===== config.mk =====
export PLATFORM = sky130hd
export DESIGN_NAME = murmur2_hash_32_unit
export DESIGN_NICKNAME = d
export VERILOG_FILES = /design/src/design/mh2_pkg.sv /design/src/design/murmur2_hash_32_unit.sv /design/src/design/mh2_ctrl.sv /design/src/design/mh2_dp.sv
export VERILOG_INCLUDE_DIRS = /design/src /design/src/design
export SDC_FILE = /design/constraint.sdc
export NUM_CORES = 2
export LEC_CHECK = 0
export BUFFER_PORTS_ARGS = -buffer_cell sky130_fd_sc_hd__clkbuf_2
export CAP_MARGIN = 20
export CORE_MARGIN = 2
export CORE_UTILIZATION = 57
export DETAILED_ROUTE_END_ITERATION = 10
export PLACE_DENSITY_LB_ADDON = 0.15
export SETUP_SLACK_MARGIN = 0.5
export SLEW_MARGIN = 25
export SYNTH_ARGS = -nofsm -noshare
export SYNTH_HDL_FRONTEND = slang
export SYNTH_SLANG_ARGS = --single-unit

===== constraint.sdc =====
create_clock -name clk -period 24.9 [get_ports clk]
set_input_delay 3.735 -clock clk [delete_from_list [all_inputs] [get_ports clk]]
set_output_delay 3.735 -clock clk [all_outputs]
set_load 0.005 [all_outputs]

===== src/design/assert_macros.svh =====
// Assertion macros for the hash unit's RTL files.
// Depends on nothing; included by files that carry concurrent checks.
`ifndef ASSERT_MACROS_SVH
`define ASSERT_MACROS_SVH
`ifndef SYNTHESIS
`define MH2_ASSERT(lbl, clk, rst_n, prop) \
	lbl: assert property (@(posedge clk) disable iff (!rst_n) prop) \
		else $error("assertion %m failed");
`define MH2_NEVER(lbl, clk, rst_n, cond) \
	lbl: assert property (@(posedge clk) disable iff (!rst_n) !(cond)) \
		else $error("forbidden condition %m");
`else
`define MH2_ASSERT(lbl, clk, rst_n, prop)
`define MH2_NEVER(lbl, clk, rst_n, cond)
`endif
`endif


===== src/design/mh2_pkg.sv =====
// Package for the MurmurHash2 unit: constants, command type, multiply helper.
// No dependencies; used by mh2_ctrl, mh2_dp and murmur2_hash_32_unit.
`default_nettype none
package mh2_pkg;
	localparam logic [31:0] MUL_CONST   = 32'h5bd1e995;
	localparam int          MIX_SHIFT   = 24;
	localparam int          FIN_SHIFT_A = 13;
	localparam int          FIN_SHIFT_B = 15;

	localparam int          ADDR_W      = 2;
	localparam logic [ADDR_W-1:0] SEED_ADDR = 2'd0;

	localparam logic [2:0]  FULL_BYTES  = 3'd4;

	typedef enum logic [1:0] {
		NB_ZERO = 2'd0,
		NB_TAIL = 2'd1,
		NB_FULL = 2'd2
	} nb_class_t;

	typedef struct packed {
		logic load;
		logic mix;
		logic fin;
		logic emit;
	} cmd_t;

	// low 32 bits of the product only
	function automatic logic [31:0] mul_m(input logic [31:0] x);
		return x * MUL_CONST;
	endfunction
endpackage
`default_nettype wire


===== src/design/murmur2_hash_32_unit.sv =====
// Top level of the 32-bit MurmurHash2 unit: seed register on the APB port,
// sequencer mh2_ctrl and datapath mh2_dp. Depends on mh2_pkg.
//
//  channel   dir  handshake             payload
//  in        in   in_valid / in_stall   key_word, valid_bytes, first_word, last_word, key_length
//  out       out  out_valid / out_stall hash_value
//  cfg       in   APB psel/penable      paddr, pwdata -> prdata (hash_seed at 0x0)
//
// A word that is not last passes through load with both multiplies, then mix.
// A last word passes through load, mix, finalize multiply and emit; the running
// hash recurrence through the multipliers sets this order.
// Emit waits while an earlier hash is held stalled in the output register.
// Reset clears the seed, the running hash and all control; no result is pending.
`default_nettype none
module murmur2_hash_32_unit #(
	parameter logic [31:0] MAX_KEY_BYTES = 32'd65535
) (
	input  wire logic                       clk,
	input  wire logic                       arst_n,
	input  wire logic                       psel,
	input  wire logic                       penable,
	input  wire logic                       pwrite,
	input  wire logic [mh2_pkg::ADDR_W-1:0] paddr,
	input  wire logic [31:0]                pwdata,
	output logic [31:0]                     prdata,
	output logic                            pready,
	input  wire logic                       in_valid,
	output logic                            in_stall,
	input  wire logic [31:0]                key_word,
	input  wire logic [2:0]                 valid_bytes,
	input  wire logic                       first_word,
	input  wire logic                       last_word,
	input  wire logic [15:0]                key_length,
	output logic                            out_valid,
	input  wire logic                       out_stall,
	output logic [31:0]                     hash_value
);
	logic [31:0]   seed_q;
	mh2_pkg::cmd_t cmd;

	assign pready = 1'b1;
	assign prdata = (paddr == mh2_pkg::SEED_ADDR) ? seed_q : 32'd0;

	always_ff @(posedge clk or negedge arst_n) begin
		if (!arst_n) begin
			seed_q <= '0;
		end else if (psel && penable && pwrite && pready && (paddr == mh2_pkg::SEED_ADDR)) begin
			seed_q <= pwdata;
		end
	end

	mh2_ctrl u_ctrl (
		.clk       (clk),
		.arst_n    (arst_n),
		.in_valid  (in_valid),
		.last_word (last_word),
		.out_stall (out_stall),
		.in_stall  (in_stall),
		.out_valid (out_valid),
		.cmd       (cmd)
	);

	mh2_dp #(
		.MAX_KEY_BYTES (MAX_KEY_BYTES)
	) u_dp (
		.clk         (clk),
		.arst_n      (arst_n),
		.cmd         (cmd),
		.hash_seed   (seed_q),
		.key_word    (key_word),
		.valid_bytes (valid_bytes),
		.first_word  (first_word),
		.key_length  (key_length),
		.hash_value  (hash_value)
	);
endmodule
`default_nettype wire


===== src/design/mh2_ctrl.sv =====
// Sequencer for the hash unit: load, mix, finalize, emit; owns the result valid.
// Depends on mh2_pkg and assert_macros.svh.
`default_nettype none
`include "assert_macros.svh"
module mh2_ctrl (
	input  wire logic          clk,
	input  wire logic          arst_n,
	input  wire logic          in_valid,
	input  wire logic          last_word,
	input  wire logic          out_stall,
	output logic               in_stall,
	output logic               out_valid,
	output mh2_pkg::cmd_t      cmd
);
	typedef enum logic [3:0] {
		ST_IDLE = 4'b0001,
		ST_MIX  = 4'b0010,
		ST_FIN  = 4'b0100,
		ST_EMIT = 4'b1000
	} state_t;

	state_t state_q, state_d;
	logic   last_q;
	logic   out_valid_q;
	logic   accept;
	logic   out_free;

	assign accept   = in_valid && (state_q == ST_IDLE);
	assign out_free = !out_valid_q || !out_stall;
	assign in_stall = (state_q != ST_IDLE);
	assign out_valid = out_valid_q;

	always_comb begin
		state_d  = state_q;
		cmd.load = 1'b0;
		cmd.mix  = 1'b0;
		cmd.fin  = 1'b0;
		cmd.emit = 1'b0;
		unique case (state_q)
			ST_IDLE: begin
				if (in_valid) begin
					cmd.load = 1'b1;
					state_d  = ST_MIX;
				end
			end
			ST_MIX: begin
				cmd.mix = 1'b1;
				state_d = last_q ? ST_FIN : ST_IDLE;
			end
			ST_FIN: begin
				cmd.fin = 1'b1;
				state_d = ST_EMIT;
			end
			ST_EMIT: begin
				if (out_free) begin
					cmd.emit = 1'b1;
					state_d  = ST_IDLE;
				end
			end
			default: begin
				state_d = ST_IDLE;
			end
		endcase
	end

	always_ff @(posedge clk or negedge arst_n) begin
		if (!arst_n) begin
			state_q     <= ST_IDLE;
			last_q      <= 1'b0;
			out_valid_q <= 1'b0;
		end else begin
			state_q <= state_d;
			if (accept) begin
				last_q <= last_word;
			end
			if (cmd.emit) begin
				out_valid_q <= 1'b1;
			end else if (out_valid_q && !out_stall) begin
				out_valid_q <= 1'b0;
			end
		end
	end

	`MH2_ASSERT(a_accept_to_mix, clk, arst_n, accept |=> (state_q == ST_MIX))
	`MH2_ASSERT(a_mix_not_last, clk, arst_n, (cmd.mix && !last_q) |=> (state_q == ST_IDLE))
	`MH2_ASSERT(a_fin_to_emit, clk, arst_n, cmd.fin |=> (state_q == ST_EMIT))
	`MH2_NEVER(a_no_overwrite, clk, arst_n, cmd.emit && out_valid_q && out_stall)
	`MH2_ASSERT(a_emit_valid, clk, arst_n, cmd.emit |=> out_valid_q)
endmodule
`default_nettype wire


===== src/design/mh2_dp.sv =====
// Datapath for the hash unit: two constant multipliers, running hash, result register.
// Depends on mh2_pkg; driven by commands from mh2_ctrl.
`default_nettype none
module mh2_dp #(
	parameter logic [31:0] MAX_KEY_BYTES = 32'd65535
) (
	input  wire logic          clk,
	input  wire logic          arst_n,
	input  wire mh2_pkg::cmd_t cmd,
	input  wire logic [31:0]   hash_seed,
	input  wire logic [31:0]   key_word,
	input  wire logic [2:0]    valid_bytes,
	input  wire logic          first_word,
	input  wire logic [15:0]   key_length,
	output logic [31:0]        hash_value
);
	logic [31:0]          run_q;
	logic [31:0]          h0_q;
	logic [31:0]          hm_q;
	logic [31:0]          ka_q;
	logic [31:0]          hash_q;
	mh2_pkg::nb_class_t   cls_q;

	mh2_pkg::nb_class_t   cls_d;
	logic [15:0]          len_sat;
	logic [31:0]          h0;
	logic [31:0]          tail_mask;
	logic [31:0]          mul_a_in, mul_a_out;
	logic [31:0]          mul_b_in, mul_b_out;
	logic [31:0]          ka_mix;
	logic [31:0]          run_fin;

	always_comb begin
		if ({16'b0, key_length} > MAX_KEY_BYTES) begin
			len_sat = MAX_KEY_BYTES[15:0];
		end else begin
			len_sat = key_length;
		end
		h0 = first_word ? (hash_seed ^ {16'b0, len_sat}) : run_q;

		if (valid_bytes == 3'd0) begin
			cls_d = mh2_pkg::NB_ZERO;
		end else if (valid_bytes >= mh2_pkg::FULL_BYTES) begin
			cls_d = mh2_pkg::NB_FULL;
		end else begin
			cls_d = mh2_pkg::NB_TAIL;
		end

		unique case (valid_bytes[1:0])
			2'd1:    tail_mask = 32'h0000_00ff;
			2'd2:    tail_mask = 32'h0000_ffff;
			default: tail_mask = 32'h00ff_ffff;
		endcase
	end

	assign ka_mix  = ka_q ^ (ka_q >> mh2_pkg::MIX_SHIFT);
	assign run_fin = run_q ^ (run_q >> mh2_pkg::FIN_SHIFT_A);

	// key-side multiplier: raw word on load, shifted product on mix
	assign mul_a_in  = cmd.load ? key_word : ka_mix;
	assign mul_a_out = mh2_pkg::mul_m(mul_a_in);

	// hash-side multiplier: start hash (tail folded in) on load, finalization otherwise
	always_comb begin
		if (cmd.load) begin
			mul_b_in = (cls_d == mh2_pkg::NB_TAIL) ? (h0 ^ (key_word & tail_mask)) : h0;
		end else begin
			mul_b_in = run_fin;
		end
	end
	assign mul_b_out = mh2_pkg::mul_m(mul_b_in);

	always_ff @(posedge clk or negedge arst_n) begin
		if (!arst_n) begin
			run_q <= '0;
		end else if (cmd.mix) begin
			unique case (cls_q)
				mh2_pkg::NB_FULL: run_q <= hm_q ^ mul_a_out;
				mh2_pkg::NB_TAIL: run_q <= hm_q;
				default:          run_q <= h0_q;
			endcase
		end
	end

	always_ff @(posedge clk) begin
		if (cmd.load) begin
			h0_q  <= h0;
			ka_q  <= mul_a_out;
			hm_q  <= mul_b_out;
			cls_q <= cls_d;
		end else if (cmd.fin) begin
			hm_q <= mul_b_out;
		end
		if (cmd.emit) begin
			hash_q <= hm_q ^ (hm_q >> mh2_pkg::FIN_SHIFT_B);
		end
	end

	assign hash_value = hash_q;
endmodule
`default_nettype wire


==> flow_summary.toml <==
[finish]
areaGrowthSynthToFinish_pct = 8.17
finish.net_count = 3764
final_cell_count_no_fill = 3521
n_fill_cell = 4085
diodes = 0
drive_gt1_share_pct = 10.8

[grt]
grt-ovfl-total = 0
grt_max_degree = 71
grt_first_pass_wirelength_mm = 126
first_global_vias = 20908
grt_util_all_layers_pct = 34.3
grt_antenna_before_repair = 0

[synth]
postSynth.asyncResetShare_pct = 35.0
post_synth_most_frequent_cells = "sky130_fd_sc_hd__inv_1 (721), sky130_fd_sc_hd__ha_1 (425), sky130_fd_sc_hd__fa_1 (352)"
netlist_instances = 2728
synth_edf_count = 130
cell_area_synth_um2 = 27600
synth_top_cell_area_share_pct = 25.5
synth.most_common_cell = "sky130_fd_sc_hd__inv_1"
ys_seq_elements = 200
synth_flop_cell = "sky130_fd_sc_hd__edfxtp_1"
synth_warnings = 0
ys_types = 70
average_size_of_a_mapped_cell_um2 = 10.1
synth_sequential_area_ratio_pct = 20.5
synth.net_count = 3599
synthDominantAreaCellType = "sky130_fd_sc_hd__fa_1"
synth_area_leaders = "sky130_fd_sc_hd__fa_1 (26%), sky130_fd_sc_hd__ha_1 (19%), sky130_fd_sc_hd__edfxtp_1 (14%)"

[clocking]
max-clock-path-buffers = 2
root_buffer_cell = "sky130_fd_sc_hd__clkbuf_16"
cts_hold_repair.buffers = 0
clock_sinks = 200
cts_tree = "yes"
htreeDepth = 4
cts_post_setup_buffers_inserted = 0
cts.repair.resized = 0
clk_pin_slew_ps = 80
tritoncts.num_buffers = 17
clk-insertion-delay-late_ps = 470

[min_path]
hold_path.startpoint = "u_ctrl.last_q$_DFFE_PN0P_"
timing.hold.worst_path_depth = 2
worstHoldPathType = "reg2reg"
worstHoldEndpoint = "u_ctrl.last_q$_DFFE_PN0P_"

[timing]
totalNegativeSetupSlack_ps = 0
timing_worst_slew_pin_value_ps = 1110
maxSlewHeadroom_pct = 26.2
clock.fmax_mhz = 79.2
fin_worst_skew_ps = 16.5
setup-violations-final = 0
finalMaxSlewViolations = 0
fin_hold_ws_ps = 475
grt_setup_unrepaired = "no"
final_period_minus_worst_setup_slack_ps = 12630
final.period_utilization_pct = 50.7
final_hold_viol_count = 0

[detailed_routing]
drt_drc_violations_left = 0
vias_per_cell = 5.57
finalWirelength_mm = 82.7
route.vias.total = 19607
final_antenna_net_count = 0
post_drt_wl_per_cell_um = 23.5
initialDrtViolationCount = 1402
detail_route.first_pass.iterations = 5

[worst_setup_path]
reg2reg_from = "u_ctrl.state_q[0]$_DFFE_PN1P_"
ff2ff_path_depth = 32
start_kind = "input port"
worst-endpoint-arrival_ps = 12980
critPathMaxFanout = 61
endpoint_kind = "flop"
timing.reg2reg.setup_slack_ps = 14760
crit_required_ps = 25250
critical_path.slowest_cell = "sky130_fd_sc_hd__a21oi_2"
cpPeakStageDelay_ps = 660
critical_path_class = "in2reg"
cp_common_cell = "sky130_fd_sc_hd__inv_1"
r2r-end = "u_dp.run_q[28]$_DFFE_PN0N_"

[die]
start_util_pct = 57.8
row_count = 80
pin_count = 161
chipWidth_um = 224
die_area_um2 = 50200
core_region_area_um2 = 47700
die_outline_height_um = 224

[placement]
detailed_place_hpwl_mm = 69.2
gp_congestion = 0.978
port-buffer-count = 159
dp.cells = 3489

[flow_run]
cap_viol_max_count = 0

[outcome]
outcome = "complete, no violations"
## how the worst max path moves through the flow
stage | to | from | slack (ps)
after floorplan | u_dp.run_q[28]$_DFFE_PN0N_ | in_valid | 11450
after global placement | u_dp.run_q[27]$_DFFE_PN0N_ | in_valid | 12070
after detailed placement | u_dp.run_q[27]$_DFFE_PN0N_ | in_valid | 11920
after CTS | u_dp.run_q[27]$_DFFE_PN0N_ | in_valid | 12340
after global routing | u_dp.run_q[28]$_DFFE_PN0N_ | in_valid | 11750
final | u_dp.run_q[28]$_DFFE_PN0N_ | in_valid | 12270
## stage by stage
step                      setup WS (ps)  instance area [um^2]  utilization [%]
after floorplan                   11450                 27600                -
final                             12270                 29900             62.6
after CTS                         12340                 29900             62.6
after global routing              11750                 29900             62.6
after global placement            12070                 29300             61.3
after detailed placement          11920                 29300             61.3
## logic make-up (layout without fill, tap and decap cells)
| family | Yosys count | in the layout | share of synthesized area (%) |
|---|---|---|---|
| DFF | 200 | 200 | 20.5 |
| other | 1 | 1 | 0.0136 |
| adders and majority gates | 777 | 777 | 44.8 |
| AOI/OAI and AO/OA | 302 | 302 | 6.97 |
| and+or+nand+nor | 371 | 371 | 6.36 |
| buffers and inverters | 770 | 948 | 10.5 |
| xor gates and xnor gates | 238 | 238 | 8.10 |
| muxes | 69 | 69 | 2.78 |
## registers in the layout, summed over array words and instances (netlist names)
register / cells
seed_q: 32
u_dp.h0_q: 32
u_ctrl.out_valid: 1
u_dp.run_q: 32
u_dp.hm_q: 32
u_dp.hash_value: 32
u_dp.cls_q: 2
u_ctrl.last_q: 1
u_ctrl.state_q: 4
u_dp.ka_q: 32
## layout by cell type, fill, tap and decap left out, types with 12 or more instances in the layout
cell type,instances
sky130_fd_sc_hd__mux2_2,56
sky130_fd_sc_hd__and2_1,38
sky130_fd_sc_hd__nand2_1,154
sky130_fd_sc_hd__a221oi_1,15
sky130_fd_sc_hd__or3_1,12
sky130_fd_sc_hd__nor3_1,18
sky130_fd_sc_hd__nor2_1,81
sky130_fd_sc_hd__xor2_1,87
sky130_fd_sc_hd__inv_1,720
sky130_fd_sc_hd__ha_1,425
sky130_fd_sc_hd__fa_1,352
sky130_fd_sc_hd__buf_4,34
sky130_fd_sc_hd__o21a_1,13
sky130_fd_sc_hd__a21oi_1,83
sky130_fd_sc_hd__edfxtp_1,130
sky130_fd_sc_hd__clkbuf_16,18
sky130_fd_sc_hd__dfrtp_1,69
sky130_fd_sc_hd__o21ai_0,78
sky130_fd_sc_hd__xnor2_1,140
sky130_fd_sc_hd__clkbuf_2,158
sky130_fd_sc_hd__a21o_1,25
## routing by layer
metal / vias to the layer above / wire [um] / share of wire, % / track usage (%)
li1: 8946 / - / - / -
met1: 9811 / 32000 / 39 / 41.8
met2: 660 / 41500 / 50 / 60.0
met3: 190 / 4490 / 5.4 / 4.01
met4: 0 / 4710 / 5.7 / 17.9
met5: - / 0 / 0 / 0
## layout make-up
| type | count | area, um^2 | share of cell area (%) |
|---|---|---|---|
| Multi-Input combinational cell | 1758 | 19100 | 63.9 |
| Sequential cell | 200 | 5660 | 18.9 |
| Inverter | 723 | 2720 | 9.09 |
| Timing Repair Buffer | 193 | 1060 | 3.54 |
| Tap cell | 615 | 769 | 2.58 |
| Clock buffer | 19 | 454 | 1.52 |
| Clock inverter | 13 | 129 | 0.431 |
## worst max-delay path, delay by kind of cell
family	cells	cell delay [ps]
AOI/OAI and AO/OA	7	2250
xor gates and xnor gates	1	310
adders and majority gates	9	3670
buffers and inverters	9	1530
and+or+nand+nor	5	1430
Power is left out: the tool's default activity adds up to more than one toggle a clock period on the data nets, which glitch-free logic cannot reach.
